## src/rtl/core/isc_pkg.sv

```systemverilog
// Shared types and constants for the image scaler core.
// No dependencies; used by every module of the scaler.
package isc_pkg;

    // default source store dimensions
    localparam int DEF_MAX_WIDTH  = 512;
    localparam int DEF_MAX_HEIGHT = 512;

    // field widths
    localparam int COORD_W   = 16;
    localparam int PIX_W     = 8;
    localparam int DIM_W     = 10;
    localparam int SCALE_W   = 24;
    localparam int FRAC_W    = 16;
    localparam int PROD_W    = COORD_W + SCALE_W;
    localparam int CFG_IDX_W = 2;

    // source column/row carried between front and back, covers the largest store
    localparam int IDX_W = 12;

    // compare width for integer source coordinates against the image size
    localparam int CMP_W = SCALE_W + 1;

    // entries in the work queue, power of two
    localparam int QUEUE_DEPTH = 2;

    localparam logic [SCALE_W-1:0] SCALE_ONE   = 24'h010000;
    localparam logic [PIX_W-1:0]   WHITE_PIXEL = 8'hFF;

    // what the back end has to do with one queued item
    typedef enum logic [1:0] {
        KIND_LOAD   = 2'd0,
        KIND_WHITE  = 2'd1,
        KIND_SINGLE = 2'd2,
        KIND_BILIN  = 2'd3
    } kind_t;

    typedef struct packed {
        kind_t              kind;
        logic [COORD_W-1:0] out_x;
        logic [COORD_W-1:0] out_y;
        logic [IDX_W-1:0]   col;
        logic [IDX_W-1:0]   row;
        logic [FRAC_W-1:0]  fx;
        logic [FRAC_W-1:0]  fy;
        logic [PIX_W-1:0]   pixel;
    } work_t;

endpackage

```

## src/rtl/core/isc_queue.sv

```systemverilog
// Small work queue between the scaler front end and back end.
// Depends on isc_pkg for the entry type and depth.
module isc_queue (
    input  logic           aclk,
    input  logic           aresetn,
    input  logic           push_valid,
    output logic           push_ready,
    input  isc_pkg::work_t push_data,
    output logic           pop_valid,
    input  logic           pop_ready,
    output isc_pkg::work_t pop_data
);

    localparam int DEPTH = isc_pkg::QUEUE_DEPTH;
    localparam int PTR_W = (DEPTH > 1) ? $clog2(DEPTH) : 1;
    localparam int CNT_W = $clog2(DEPTH + 1);

    isc_pkg::work_t   entry_reg [DEPTH];
    logic [PTR_W-1:0] wr_ptr_reg;
    logic [PTR_W-1:0] rd_ptr_reg;
    logic [CNT_W-1:0] count_reg;
    logic             push;
    logic             pop;

    assign push_ready = (count_reg != CNT_W'(DEPTH));
    assign pop_valid  = (count_reg != '0);
    assign push       = push_valid && push_ready;
    assign pop        = pop_valid && pop_ready;
    assign pop_data   = entry_reg[rd_ptr_reg];

    // pointers and fill level
    always_ff @(posedge aclk) begin
        if (!aresetn) begin
            wr_ptr_reg <= '0;
            rd_ptr_reg <= '0;
            count_reg  <= '0;
        end else begin
            if (push) begin
                wr_ptr_reg <= wr_ptr_reg + PTR_W'(1);
            end
            if (pop) begin
                rd_ptr_reg <= rd_ptr_reg + PTR_W'(1);
            end
            if (push && !pop) begin
                count_reg <= count_reg + CNT_W'(1);
            end else if (pop && !push) begin
                count_reg <= count_reg - CNT_W'(1);
            end
        end
    end

    // entry storage
    always_ff @(posedge aclk) begin
        if (push) begin
            entry_reg[wr_ptr_reg] <= push_data;
        end
    end

endmodule

```

## config.mk

```make
export PLATFORM = sky130hd
export DESIGN_NAME = isc_queue
export DESIGN_NICKNAME = d
export VERILOG_FILES = /design/src/rtl/core/isc_pkg.sv /design/src/rtl/core/isc_queue.sv
export SDC_FILE = /design/constraint.sdc
export NUM_CORES = 1
export LEC_CHECK = 0
export BUFFER_PORTS_ARGS = -buffer_cell sky130_fd_sc_hd__buf_2
export CAP_MARGIN = 5
export CORE_MARGIN = 2
export CORE_UTILIZATION = 52
export CTS_CLUSTER_SIZE = 8
export DETAILED_ROUTE_END_ITERATION = 10
export PLACE_DENSITY = 0.79
export SLEW_MARGIN = 0
export SYNTH_ARGS = -nofsm -noshare
export SYNTH_HDL_FRONTEND = slang
export SYNTH_SLANG_ARGS = --single-unit
```

## constraint.sdc

```tcl
create_clock -name aclk -period 4 [get_ports aclk]
set_input_delay 0.4 -clock aclk [delete_from_list [all_inputs] [get_ports aclk]]
set_output_delay 0.4 -clock aclk [all_outputs]
set_load 0.1 [all_outputs]
```

## Word-level counts from Yosys, hierarchy flattened

Memory sizes are Yosys's and may differ from the RTL's. A register that Yosys moved wholly into a read port is not among the register bits.
Cells that the tools add are included.

- Add/subtract/negate cells: 4
- Equality and inequality tests: 1
- Muxes and demuxes: 6
- Reduce and logical (&&, ||, !) cells: 8

Operators by type and width:

| kind | count |
|---|---|
| 1-bit logical AND | 4 |
| 1-bit 2-to-1 mux | 4 |
| 2-bit 2-to-1 mux | 2 |
| 2-bit nonzero test | 2 |
| 1-bit adder (second input constant) | 2 |
| 2-bit by 1-bit adder with 2-bit output (second input constant) | 1 |
| 1-bit logical NOT | 2 |
| 2-bit inequality test (second input constant) | 1 |
| 2-bit by 1-bit subtractor with 2-bit output (second input constant) | 1 |

- Bits in registers: 4
- Bits in writable memories: 196
- Output and inout port bits: 100
- Memories: 1

Memories:

| name | words | bits a word | rd ports | clocked after memory_dff | wr ports | line | text |
|---|---|---|---|---|---|---|---|
| entry_reg | 2 | 98 | 1 | 1 | 1 | isc_queue.sv:18 | `isc_pkg::work_t entry_reg [DEPTH];` |

## Depth between registers and ports, before layout

- Depth after elaboration: 6
- Depth in mapped cells: 6
- Mapped depth without buffers: 6

## Worst setup path after synthesis

Ideal clock, no wire load.

- Path kind: flip-flop to flip-flop
- Start point: reg count_reg[0]
- End point: mem entry_reg[1][0] in the netlist's numbering (enable)
- Arrival time: 3.124 ns
- Required time: 3.531 ns
- Path slack: 0.408 ns
- Stages on the path, launching flop included: 3
- Clock period less this slack: 3.592 ns
- Path through: dfxtp_1 -> nand2b_4 -> and3_1

- Cells in the longest elaborated chain, start to end: 4

Ends and longest elaborated chain:

| element | line | text |
|---|---|---|
| from (decl) | isc_queue.sv:21 | `logic [CNT_W-1:0] count_reg;` |
| from (signal assigned) | isc_queue.sv:45 | `count_reg <= count_reg + CNT_W'(1);` |
| from (signal assigned) | isc_queue.sv:47 | `count_reg <= count_reg - CNT_W'(1);` |
| 2-bit inequality test | isc_queue.sv:25 | `assign push_ready = (count_reg != CNT_W'(DEPTH));` |
| named net push_ready | isc_queue.sv:7 | `output logic push_ready,` |
| 1-bit logical AND | isc_queue.sv:27 | `assign push = push_valid && push_ready;` |
| 1-bit 2-to-1 mux | isc_queue.sv:54 | `if (push) begin` |
| 1-bit 2-to-1 mux (implied by the code) | isc_queue.sv:55 | `entry_reg[wr_ptr_reg] <= push_data;` |
| to (decl) | isc_queue.sv:18 |  |

The timed path passes the listed nets, and every way through them passes these cells.

==> metrics <==
Period minus WS final=2.67 ns; Max-Cap Viols=0; FF-to-FF End=entry_reg[0][27]$_DFFE_PP_; worst path cell trace=buf_12 -> mux2_2 -> buf_2; Slew @ Worst Pin=1.00 ns; vias in the first global route=3835; first-pass GRT wire length=19300 um; min-delay src=push_data[90]; main area contributors after synthesis=edfxtp_1, mux2_2, mux2_4; fin. max-slew vios=0; largest net degree at the start of global routing=78; drt first pass iters=4; H-tree Lvls=1; drc violations=0; Worst path depth=3; starting density of the core=0.532; Slowest-stage cell, CP=dfxtp_4; CP Max Fanout=69; post-CTS sizing=0; layout cells sized above 1=0.601; Setup crit end kind=output port; Worst-path clk slew=0.05 ns; hold-critical path endpoint=entry_reg[1][90]$_DFFE_PP_; Netlist cell types=21; Crit path max-delay family=buffers and inverters; antenna violations before repair=0; via count=3799; DRT Wirelength=13300 um; die area=15200 sq um; final setup violation count=0; GRT overflow=0; fin nets=657; gpl congestion=0.766; CP max stage delay=0.60 ns; synthesized flop and latch total=201; outcome=completed; launching point of the worst reg2reg path=count_reg[0]$_SDFFE_PN0P_; area leader, netlist=edfxtp_1; sequential element share of the synthesized area=0.810; wire per inst=17.9 um; critical path class=register to output port; Yosys top cell area share=0.797; synthesis-to-layout area growth=27.0%; number of cells on the worst hold path=1; Worst-Skew Late Latency=0.51 ns; clk_skew=0.0115 ns; Mapped Area=7390 sq um; GRT Util Overall=0.166; DP HPWL=8620 um; cell count after synthesis=329; Final Hold Vio Count=0; setup TNS=0 ns; std cell rows=43; Root Driver=clkbuf_16; CTS Buffer Depth=3; Ant. Diodes=0; CTS Hold Bufs=0; Worst Path Required=3.60 ns; FMAX=374 MHz; Ys Warns=0; slew margin rel.=0.332; fillers=927; worst r2r path cells=4; unrepaired setup endpoints after global routing=no; flip-flop count of the largest register after layout=196; Ports=202; die width=123 um; reg2reg setup slack=1.76 ns; worst endpoint data arrival time=2.27 ns; syn avg cell area=22.5 sq um; crit start category=register; post-CTS setup buffer count=0; die height=123 um; Syn Nets=432; DR vias/cell=5.11; worst min path class=input pin to register; crit share post-route=0.668; port bufs=201; CTS tree=built; clock sink count=201; Num CTS Buffers=29; ANT nets after route=0; Worst Path Buf+Inv=2; Core Region=13900 sq um; drt initial violations=201
==> cells by family (layout without fill, tap and decap cells) <==
kind of cell / after synthesis / count (layout) / synth area share
muxes: 98 / 98 / 0.160
AOI/OAI and AO/OA: 5 / 5 / 0.00474
buffers and inverters: 12 / 247 / 0.0113
xor gates and xnor gates: 3 / 3 / 0.00356
and+or+nand+nor: 9 / 9 / 0.00881
adders and majority gates: 1 / 1 / 0.00169
DFF: 201 / 201 / 0.810
==> worst max-delay path by stage <==
stage	startpoint	endpoint	slack, ns
6_report	register	pop_data[11]	1.33
5_1_grt	register	pop_data[11]	1.22
4_1_cts	register	pop_data[11]	1.30
3_5_place_dp	count_reg[0]$_SDFFE_PN0P_	entry_reg[0][30]$_DFFE_PP_	1.74
3_3_place_gp	count_reg[0]$_SDFFE_PN0P_	entry_reg[0][30]$_DFFE_PP_	1.85
2_1_floorplan	count_reg[0]$_SDFFE_PN0P_	entry_reg[1][0]$_DFFE_PP_	0.41
==> cell usage after synthesis <==
master	instances
a21bo_2	1
buf_6	4
o21ai_0	1
or3_1	1
edfxtp_1	196
a21boi_1	1
nand3b_1	1
a21boi_0	1
xor2_1	1
mux2_4	20
nand2b_4	1
mux2_2	78
and2_1	4
inv_1	1
and3_1	1
or2_2	1
xnor2_1	2
ha_1	1
dfxtp_1	5
o21ai_1	1
buf_2	7
==> layer usage <==
metal	share of wire	track usage	wire, um
met1	0.41	0.211	5490
met4	0.018	0.0582	244
met2	0.50	0.282	6610
met3	0.072	0.0401	963
met5	0	0	0
==> layout make-up <==
| type | count | area, sq um | share of cell area |
|---|---|---|---|
| repair buffers | 205 | 1060 | 0.113 |
| inverters | 1 | 6.26 | 0.000667 |
| clock inverters | 1 | 8.76 | 0.000934 |
| clock buffers | 40 | 767 | 0.0818 |
| multi-input cells | 116 | 1320 | 0.141 |
| flip-flops and latches | 201 | 5990 | 0.639 |
| well taps | 180 | 225 | 0.0240 |
==> layout by cell type, fill, tap and decap left out, drive strengths merged, types with 2 or more instances in the layout <==
cell type  netlist  layout
xnor2            2       2
edfxtp         196     196
a21boi           2       2
buf             11     205
dfxtp            5       5
clkbuf           0      40
and2             4       4
o21ai            2       2
mux2            98      98
==> through the flow <==
| step | instance area (sq um) | setup WS (ns) | hold WS [ns] | util | std cells |
|---|---|---|---|---|---|
| finish | 9380 | 1.33 | 0.0796 | 0.676 | 744 |
| CTS | 9380 | 1.30 | 0.0578 | 0.676 | 744 |
| detailed placement | 8600 | 1.74 | 0.548 | 0.620 | 703 |
| global placement | 8600 | 1.85 | 0.533 | 0.620 | 703 |
| floorplan | 7390 | 0.408 | 0.499 | - | 329 |
| global route | 9380 | 1.22 | 0.0618 | 0.676 | 744 |
Power is not shown: default switching activity piles up to over one toggle a cycle in this logic, so the estimate is an artifact.
