`config.mk`:
```
export PLATFORM = sky130hd
export DESIGN_NAME = isc_front
export DESIGN_NICKNAME = d
export VERILOG_FILES = /design/src/rtl/core/isc_pkg.sv /design/src/rtl/core/isc_front.sv
export SDC_FILE = /design/constraint.sdc
export NUM_CORES = 2
export LEC_CHECK = 0
export BUFFER_PORTS_ARGS = -buffer_cell sky130_fd_sc_hd__buf_2
export CAP_MARGIN = 20
export CORE_ASPECT_RATIO = 0.5
export CORE_MARGIN = 5
export CORE_UTILIZATION = 50
export DETAILED_ROUTE_END_ITERATION = 7
export MAX_ROUTING_LAYER = met4
export PLACE_DENSITY = 0.71
export RECOVER_POWER = 50
export SETUP_SLACK_MARGIN = 0.5
export SLEW_MARGIN = 0
export SYNTH_ARGS = -nofsm -noshare
export SYNTH_HDL_FRONTEND = slang
export SYNTH_SLANG_ARGS = --single-unit
```
`constraint.sdc`:
```
create_clock -name aclk -period 6.6 [get_ports aclk]
set_input_delay 0 -clock aclk [delete_from_list [all_inputs] [get_ports aclk]]
set_output_delay 0 -clock aclk [all_outputs]
set_load 0.01 [all_outputs]
```
`src/rtl/core/isc_pkg.sv`:
```
// Shared types and constants for the image scaler core.
// No dependencies; used by every module of the scaler.
package isc_pkg;

    // default source store dimensions
    localparam int DEF_MAX_WIDTH  = 512;
    localparam int DEF_MAX_HEIGHT = 512;

    // field widths
    localparam int COORD_W   = 16;
    localparam int PIX_W     = 8;
    localparam int DIM_W     = 10;
    localparam int SCALE_W   = 24;
    localparam int FRAC_W    = 16;
    localparam int PROD_W    = COORD_W + SCALE_W;
    localparam int CFG_IDX_W = 2;

    // source column/row carried between front and back, covers the largest store
    localparam int IDX_W = 12;

    // compare width for integer source coordinates against the image size
    localparam int CMP_W = SCALE_W + 1;

    // entries in the work queue, power of two
    localparam int QUEUE_DEPTH = 2;

    localparam logic [SCALE_W-1:0] SCALE_ONE   = 24'h010000;
    localparam logic [PIX_W-1:0]   WHITE_PIXEL = 8'hFF;

    // what the back end has to do with one queued item
    typedef enum logic [1:0] {
        KIND_LOAD   = 2'd0,
        KIND_WHITE  = 2'd1,
        KIND_SINGLE = 2'd2,
        KIND_BILIN  = 2'd3
    } kind_t;

    typedef struct packed {
        kind_t              kind;
        logic [COORD_W-1:0] out_x;
        logic [COORD_W-1:0] out_y;
        logic [IDX_W-1:0]   col;
        logic [IDX_W-1:0]   row;
        logic [FRAC_W-1:0]  fx;
        logic [FRAC_W-1:0]  fy;
        logic [PIX_W-1:0]   pixel;
    } work_t;

endpackage

```
`src/rtl/core/isc_front.sv`:
```
// Front end of the image scaler: takes input transfers, maps coordinates, classifies.
// Depends on isc_pkg; feeds isc_queue.
module isc_front #(
    parameter int MAX_WIDTH  = isc_pkg::DEF_MAX_WIDTH,
    parameter int MAX_HEIGHT = isc_pkg::DEF_MAX_HEIGHT
) (
    input  logic                         aclk,
    input  logic                         aresetn,
    input  logic                         s_valid,
    output logic                         s_ready,
    input  logic                         s_mode,
    input  logic [isc_pkg::COORD_W-1:0]  s_coord_x,
    input  logic [isc_pkg::COORD_W-1:0]  s_coord_y,
    input  logic [isc_pkg::PIX_W-1:0]    s_pixel_in,
    input  logic [isc_pkg::DIM_W-1:0]    source_width,
    input  logic [isc_pkg::DIM_W-1:0]    source_height,
    input  logic [isc_pkg::SCALE_W-1:0]  inverse_scale,
    input  logic                         interp_mode,
    output logic                         q_valid,
    input  logic                         q_ready,
    output isc_pkg::work_t               q_entry
);

    localparam logic MODE_LOAD       = 1'b0;
    localparam logic INTERP_BILINEAR = 1'b1;
    localparam int   CMP_W  = isc_pkg::CMP_W;
    localparam int   PROD_W = isc_pkg::PROD_W;
    localparam int   FRAC_W = isc_pkg::FRAC_W;
    localparam int   IDX_W  = isc_pkg::IDX_W;

    logic                         a_valid_reg;
    logic                         a_mode_reg;
    logic [isc_pkg::COORD_W-1:0]  a_x_reg;
    logic [isc_pkg::COORD_W-1:0]  a_y_reg;
    logic [isc_pkg::PIX_W-1:0]    a_pix_reg;
    logic [PROD_W-1:0]            a_sx_reg;
    logic [PROD_W-1:0]            a_sy_reg;

    logic             s_take;
    logic             a_keep;
    logic             a_done;
    logic             load_ok;
    logic             zero_dim;
    logic             use_bilin;
    logic             at_edge;
    logic [CMP_W-1:0] w_use;
    logic [CMP_W-1:0] h_use;
    logic [CMP_W-1:0] x_fl;
    logic [CMP_W-1:0] y_fl;
    logic [CMP_W-1:0] x_rn;
    logic [CMP_W-1:0] y_rn;
    logic [CMP_W-1:0] x_sat;
    logic [CMP_W-1:0] y_sat;

    // handshake
    assign s_take  = s_valid && s_ready;
    assign a_keep  = (a_mode_reg != MODE_LOAD) || load_ok;
    assign q_valid = a_valid_reg && a_keep;
    assign a_done  = a_valid_reg && (!a_keep || q_ready);
    assign s_ready = !a_valid_reg || a_done;

    always_ff @(posedge aclk) begin
        if (!aresetn) begin
            a_valid_reg <= 1'b0;
        end else if (s_take) begin
            a_valid_reg <= 1'b1;
        end else if (a_done) begin
            a_valid_reg <= 1'b0;
        end
    end

    // capture item and scale both coordinates into Q.16 source positions
    always_ff @(posedge aclk) begin
        if (s_take) begin
            a_mode_reg <= s_mode;
            a_x_reg    <= s_coord_x;
            a_y_reg    <= s_coord_y;
            a_pix_reg  <= s_pixel_in;
            a_sx_reg   <= PROD_W'(s_coord_x) * PROD_W'(inverse_scale);
            a_sy_reg   <= PROD_W'(s_coord_y) * PROD_W'(inverse_scale);
        end
    end

    // usable image size and source positions
    always_comb begin
        w_use = (int'(source_width) < MAX_WIDTH) ? CMP_W'(source_width) : CMP_W'(MAX_WIDTH);
        h_use = (int'(source_height) < MAX_HEIGHT) ? CMP_W'(source_height)
                                                  : CMP_W'(MAX_HEIGHT);
        x_fl  = CMP_W'(a_sx_reg[PROD_W-1:FRAC_W]);
        y_fl  = CMP_W'(a_sy_reg[PROD_W-1:FRAC_W]);
        x_rn  = x_fl + CMP_W'(a_sx_reg[FRAC_W-1]);
        y_rn  = y_fl + CMP_W'(a_sy_reg[FRAC_W-1]);
        x_sat = (x_fl > w_use - CMP_W'(1)) ? w_use - CMP_W'(1) : x_fl;
        y_sat = (y_fl > h_use - CMP_W'(1)) ? h_use - CMP_W'(1) : y_fl;
        zero_dim  = (w_use == '0) || (h_use == '0);
        use_bilin = (interp_mode == INTERP_BILINEAR) && (inverse_scale < isc_pkg::SCALE_ONE);
        at_edge   = (x_fl + CMP_W'(1) >= w_use) || (y_fl + CMP_W'(1) >= h_use);
        load_ok   = (int'(a_x_reg) < MAX_WIDTH) && (int'(a_y_reg) < MAX_HEIGHT);
    end

    // classify the item for the back end
    always_comb begin
        q_entry.kind  = isc_pkg::KIND_LOAD;
        q_entry.out_x = a_x_reg;
        q_entry.out_y = a_y_reg;
        q_entry.col   = a_x_reg[IDX_W-1:0];
        q_entry.row   = a_y_reg[IDX_W-1:0];
        q_entry.fx    = a_sx_reg[FRAC_W-1:0];
        q_entry.fy    = a_sy_reg[FRAC_W-1:0];
        q_entry.pixel = a_pix_reg;
        if (a_mode_reg == MODE_LOAD) begin
            q_entry.kind = isc_pkg::KIND_LOAD;
        end else if (zero_dim) begin
            q_entry.kind = isc_pkg::KIND_WHITE;
        end else if (use_bilin) begin
            if (at_edge) begin
                // edge: top-left neighbour, clamped into the image
                q_entry.kind = isc_pkg::KIND_SINGLE;
                q_entry.col  = x_sat[IDX_W-1:0];
                q_entry.row  = y_sat[IDX_W-1:0];
            end else begin
                q_entry.kind = isc_pkg::KIND_BILIN;
                q_entry.col  = x_fl[IDX_W-1:0];
                q_entry.row  = y_fl[IDX_W-1:0];
            end
        end else if ((x_rn >= w_use) || (y_rn >= h_use)) begin
            q_entry.kind = isc_pkg::KIND_WHITE;
        end else begin
            q_entry.kind = isc_pkg::KIND_SINGLE;
            q_entry.col  = x_rn[IDX_W-1:0];
            q_entry.row  = y_rn[IDX_W-1:0];
        end
    end

endmodule

```
* After elaboration in Yosys (flattened, before gate mapping)
Index checks and enable logic that the tools add are counted.
Widths: inputs -> output; s select.
** Cells by class
- Add/sub/neg operators :: 6
- Multiply operators :: 2
- Magnitude comparators :: 11
- Multiplexer cells :: 16
- Reductions and logical operators :: 16
** Operator list (number)
- $mux 24 :: 5
- $ge 25x10->1 :: 4
- $mul 16x24->40 :: 2
- $add 24x1->25 :: 2
- $add 24x1->25 const B :: 2
- $gt 24x25->1 :: 2
- $logic_not 25->1 :: 2
- $lt 16x10->1 const B :: 2
- $lt 24x17->1 const B :: 1
- $mux 12 :: 2
- $sub 10x1->11 const B :: 2
- $lt 10x10->1 const B :: 2
- $mux 10 :: 2
- $mux 2 :: 4
- $logic_or 1x1->1 :: 6
- $logic_and 1x1->1 :: 5
- $mux 1 :: 3
- $logic_not 1->1 :: 2
- $reduce_bool 2->1 :: 1
** Word-level totals
- Bits in registers :: 122
- Output and inout port bits :: 100
- Word-level logic and storage cells :: 58

* Longest topological paths before layout
- Depth in word-level cells :: 9
- Mapped depth :: 25
- Mapped depth without buffers :: 24

* Worst setup path after synthesis
No wires, ideal clock.
- Path kind :: register to register
- Start point :: reg a_x_reg[11] (netlist bit)
- End point :: reg a_mode_reg, enable pin
- Library setup time :: 0.617 ns
- Data arrival time :: 6.294 ns
- Data required time :: 5.983 ns
- Slack :: -0.311 ns
- Cell stages (with the launch flop) :: 6
- Period minus slack after synthesis :: 6.911 ns
- Cell sequence :: edfxtp_1 > nor4_1 > a41oi_1 > nor2b_1 > nor2b_1 > nor2b_1
** Between the ends
- Longest elaborated chain between the ends :: 8
** Ends and longest elaborated chain
- start: declaration :: RTL line isc_front.sv:33 : logic [isc_pkg::COORD_W-1:0] a_x_reg;
- start signal: assignment :: RTL line isc_front.sv:76 : a_x_reg <= s_coord_x;
- $lt 16x10->1 :: RTL line isc_front.sv:98 : load_ok = (int'(a_x_reg) < MAX_WIDTH) && (int'(a_y_reg) < MAX_HEIGHT);
- $logic_and 1x1->1 :: RTL line isc_front.sv:98
- $logic_or 1x1->1 :: RTL line isc_front.sv:57 : assign a_keep = (a_mode_reg != MODE_LOAD) || load_ok;
- $logic_not 1->1 :: RTL line isc_front.sv:59 : assign a_done = a_valid_reg && (!a_keep || q_ready);
- $logic_or 1x1->1 :: RTL line isc_front.sv:59
- $logic_and 1x1->1 :: RTL line isc_front.sv:59
- $logic_or 1x1->1 :: RTL line isc_front.sv:60 : assign s_ready = !a_valid_reg || a_done;
- $logic_and 1x1->1 :: RTL line isc_front.sv:56 : assign s_take = s_valid && s_ready;
- named net s_take :: RTL line isc_front.sv:39 : logic s_take;
- end signal: assignment :: RTL line isc_front.sv:75 : a_mode_reg <= s_mode;
- end: declaration :: RTL line isc_front.sv:32 : logic a_mode_reg;
The timed path passes the listed nets, and every way through them passes these cells.
A chain may end at the register's enable or synchronous reset.

* Worst setup path after layout
- Start point :: in s_coord_x[9] (netlist bit)
- End point :: reg a_sx_reg[38] (data pin)
** Between the ends
- Longest elaborated chain between the ends :: 1
** Ends and longest elaborated chain
- start: declaration :: RTL line isc_front.sv:12 : input logic [isc_pkg::COORD_W-1:0] s_coord_x,
- $mul 16x24->40 :: RTL line isc_front.sv:79 : a_sx_reg <= PROD_W'(s_coord_x) * PROD_W'(inverse_scale);
- end signal: assignment :: RTL line isc_front.sv:79
- end: declaration :: RTL line isc_front.sv:36 : logic [PROD_W-1:0] a_sx_reg;
No other way between the ends.

==> out/metrics.csv <==
metric,value,unit
largest net degree at the start of global routing,84,
share of the synthesized area in the top cell type,0.366,
CTS tree,built,
Routed Antenna Nets,0,
final WL,105000,um
clk_skew,0.0104,ns
fmax,165,MHz
nets,4962,
Startpoint Class,input pin,
clk_lat worst skew,0.44,ns
cell repeated most along the worst path,fa_1,
worst-margin pin slew,2.26,ns
"Reg clk slew, reported paths",0.07,ns
flop and latch count out of synthesis,122,
PortBufs,189,
r2r setup slk,1.21,ns
initial antenna violation count,9,
CTS max path bufs,2,
CP required,6.80,ns
mapped cell area,33500,sq um
Crit. End Element,register,
Post-Syn Area per Cell,8.96,sq um
Post-Synthesis Net Count,4764,
Routability Congestion,0.988,
Yosys top cell by area,fa_1,
DP HPWL,85200,um
critical path's slowest cell,clkbuf_1,
"critical path fanouts, max",11,
Total GRT Usage,0.305,
die height,193,um
H-Tree Depth,4,
WHS,0.0282,ns
vias per std cell,5.64,
filler cell count,5974,
drt wl/cell,21.7,um
initial core utilization,0.503,
Layout area overhead,10.3,%
cell count after synthesis,3740,
Die Span X,376,um
Num CTS Buffers,17,
WP data arrival,6.27,ns
ys async rst share,0,
Slew Limit Fails,145,
Synth Flop Type,edfxtp_1,
Syn. warnings,0,
clk root buf,clkbuf_16,
status,finished with violations,
core area,66600,sq um
violated checks,"capacitance limit, slew limit",
total congestion overflow,0,
max incr delay on CP,0.65,ns
Layout Utilization,0.555,
IO Count,190,
RSZ-0062 raised after global routing,true,
DR vias,27300,
Post-synth top cells,"inv_1, fa_1, nand2_1",
most frequent cell after synthesis,inv_1,
initial DRC count,2303,
maxcap violations,3,
period utilisation layout,0.920,
crit-path cells,clkbuf_1 -> nand2_1 -> fa_1 -> inv_1 -> fa_1 -> fa_1 -> fa_1 -> fa_1 -> inv_1 -> fa_1 -> inv_1 -> ha_1 -> a21o_1 -> o21bai_1 -> a311o_1 -> a31oi_2 -> buf_4 -> o31a_1 -> o31ai_1 -> a21o_1 -> a21oi_1 -> xnor2_1,
Yosys cell types,84,
die area,72600,sq um
vias in the first global route,28800,
"delay-heaviest family, CP",adder cells,
Slew headroom,-0.509,
kind of critical path,input pin to register,
largest cells by area after synthesis,"fa_1, ha_1, edfxtp_1",
Placement Rows,67,
fin crit period,6.07,ns
DR DRC count,0,
setup_tns,0,ns
first-pass GRT wire length,165000,um
worst hold path type,input pin to register,
sequential fraction of the synthesis area,0.109,
crit path buf inv count,5,
Detailed Routing Iterations Pass 1,6,
clock sink count,122,
Final Hold Viols,0,
Post-synth EDFFs,121,
Finish-stage setup viols,0,
ratio of cells with drive above 1 in the final layout,0.0891,
cell families (layout without fill, tap and decap cells):
| group | Yosys count | in the layout | share of synthesized area |
|---|---|---|---|
| adders and majority gates | 934 | 934 | 0.486 |
| other | 0 | 3 | 0 |
| DFF | 122 | 122 | 0.109 |
| muxes | 4 | 4 | 0.00134 |
| and+or+nand+nor | 1225 | 1225 | 0.182 |
| AOI/OAI and AO/OA | 381 | 381 | 0.0766 |
| buffers and inverters | 936 | 1147 | 0.109 |
| xor gates and xnor gates | 138 | 138 | 0.0361 |
through the flow:
stage,cell area (sq um),setup slack (ns),instances
after floorplan,33500,0.532,3740
after global routing,37000,0.374,4851
final,37000,0.527,4851
after CTS,36800,0.505,4841
after global placement,36100,0.0931,4794
after detailed placement,36100,0.0109,4794
repair_timing:
action,CTS,global route
pin swaps,0,1
resized for setup,2,75
endpoints found under the setup margin,3,30
setup buffers,0,4
endpoints found under the hold margin,14,6
hold buffers,15,2
per-layer routing:
layer	vias to the layer above	global-route usage	part of all wire
li1	12100	-	-
met1	13700	0.408	0.41
met2	1299	0.469	0.45
met3	273	0.0529	0.096
met4	0	0.117	0.042
met5	-	-	0
path summary, 6_finish.rpt:
path,from,end,depth (start not counted)
hold reg to reg,a_valid_reg,a_sy_reg[5],3
setup / recovery,s_coord_x[9],a_sx_reg[38],22
hold / removal,s_coord_y[13],a_y_reg[13],1
setup reg to reg,a_x_reg[11],a_sx_reg[6],7
final cells by class:
class	count	area, sq um	share of cell area
multi-input cells	2682	26300	0.711
repair buffers	384	2540	0.0687
clock buffers	17	425	0.0115
diodes	3	7.51	0.000203
flip-flops and latches	122	3650	0.0988
inverters	731	2740	0.0742
clock inverters	15	178	0.00481
well taps	897	1120	0.0304
placed cells by master, fill, tap and decap left out, types with 13 or more instances in the layout:
| master | count |
|---|---|
| clkbuf_1 | 84 |
| a21oi_1 | 94 |
| o211ai_1 | 13 |
| nand4_1 | 45 |
| buf_2 | 75 |
| fa_1 | 612 |
| o21ai_0 | 65 |
| nor4_1 | 24 |
| and2_1 | 324 |
| o21a_1 | 29 |
| clkbuf_4 | 21 |
| nor2_1 | 84 |
| clkbuf_16 | 17 |
| nand2b_1 | 17 |
| ha_1 | 321 |
| nand3_1 | 62 |
| nor3_1 | 33 |
| o21bai_1 | 16 |
| inv_1 | 731 |
| nand2_1 | 538 |
| edfxtp_1 | 121 |
| a21o_1 | 53 |
| nor2b_1 | 24 |
| buf_4 | 170 |
| xnor2_1 | 94 |
| xor2_1 | 44 |
| dlygate4sd3_1 | 17 |
Power is left out: the tool's default activity adds up to more than one toggle a clock period on the data nets, which glitch-free logic cannot reach.
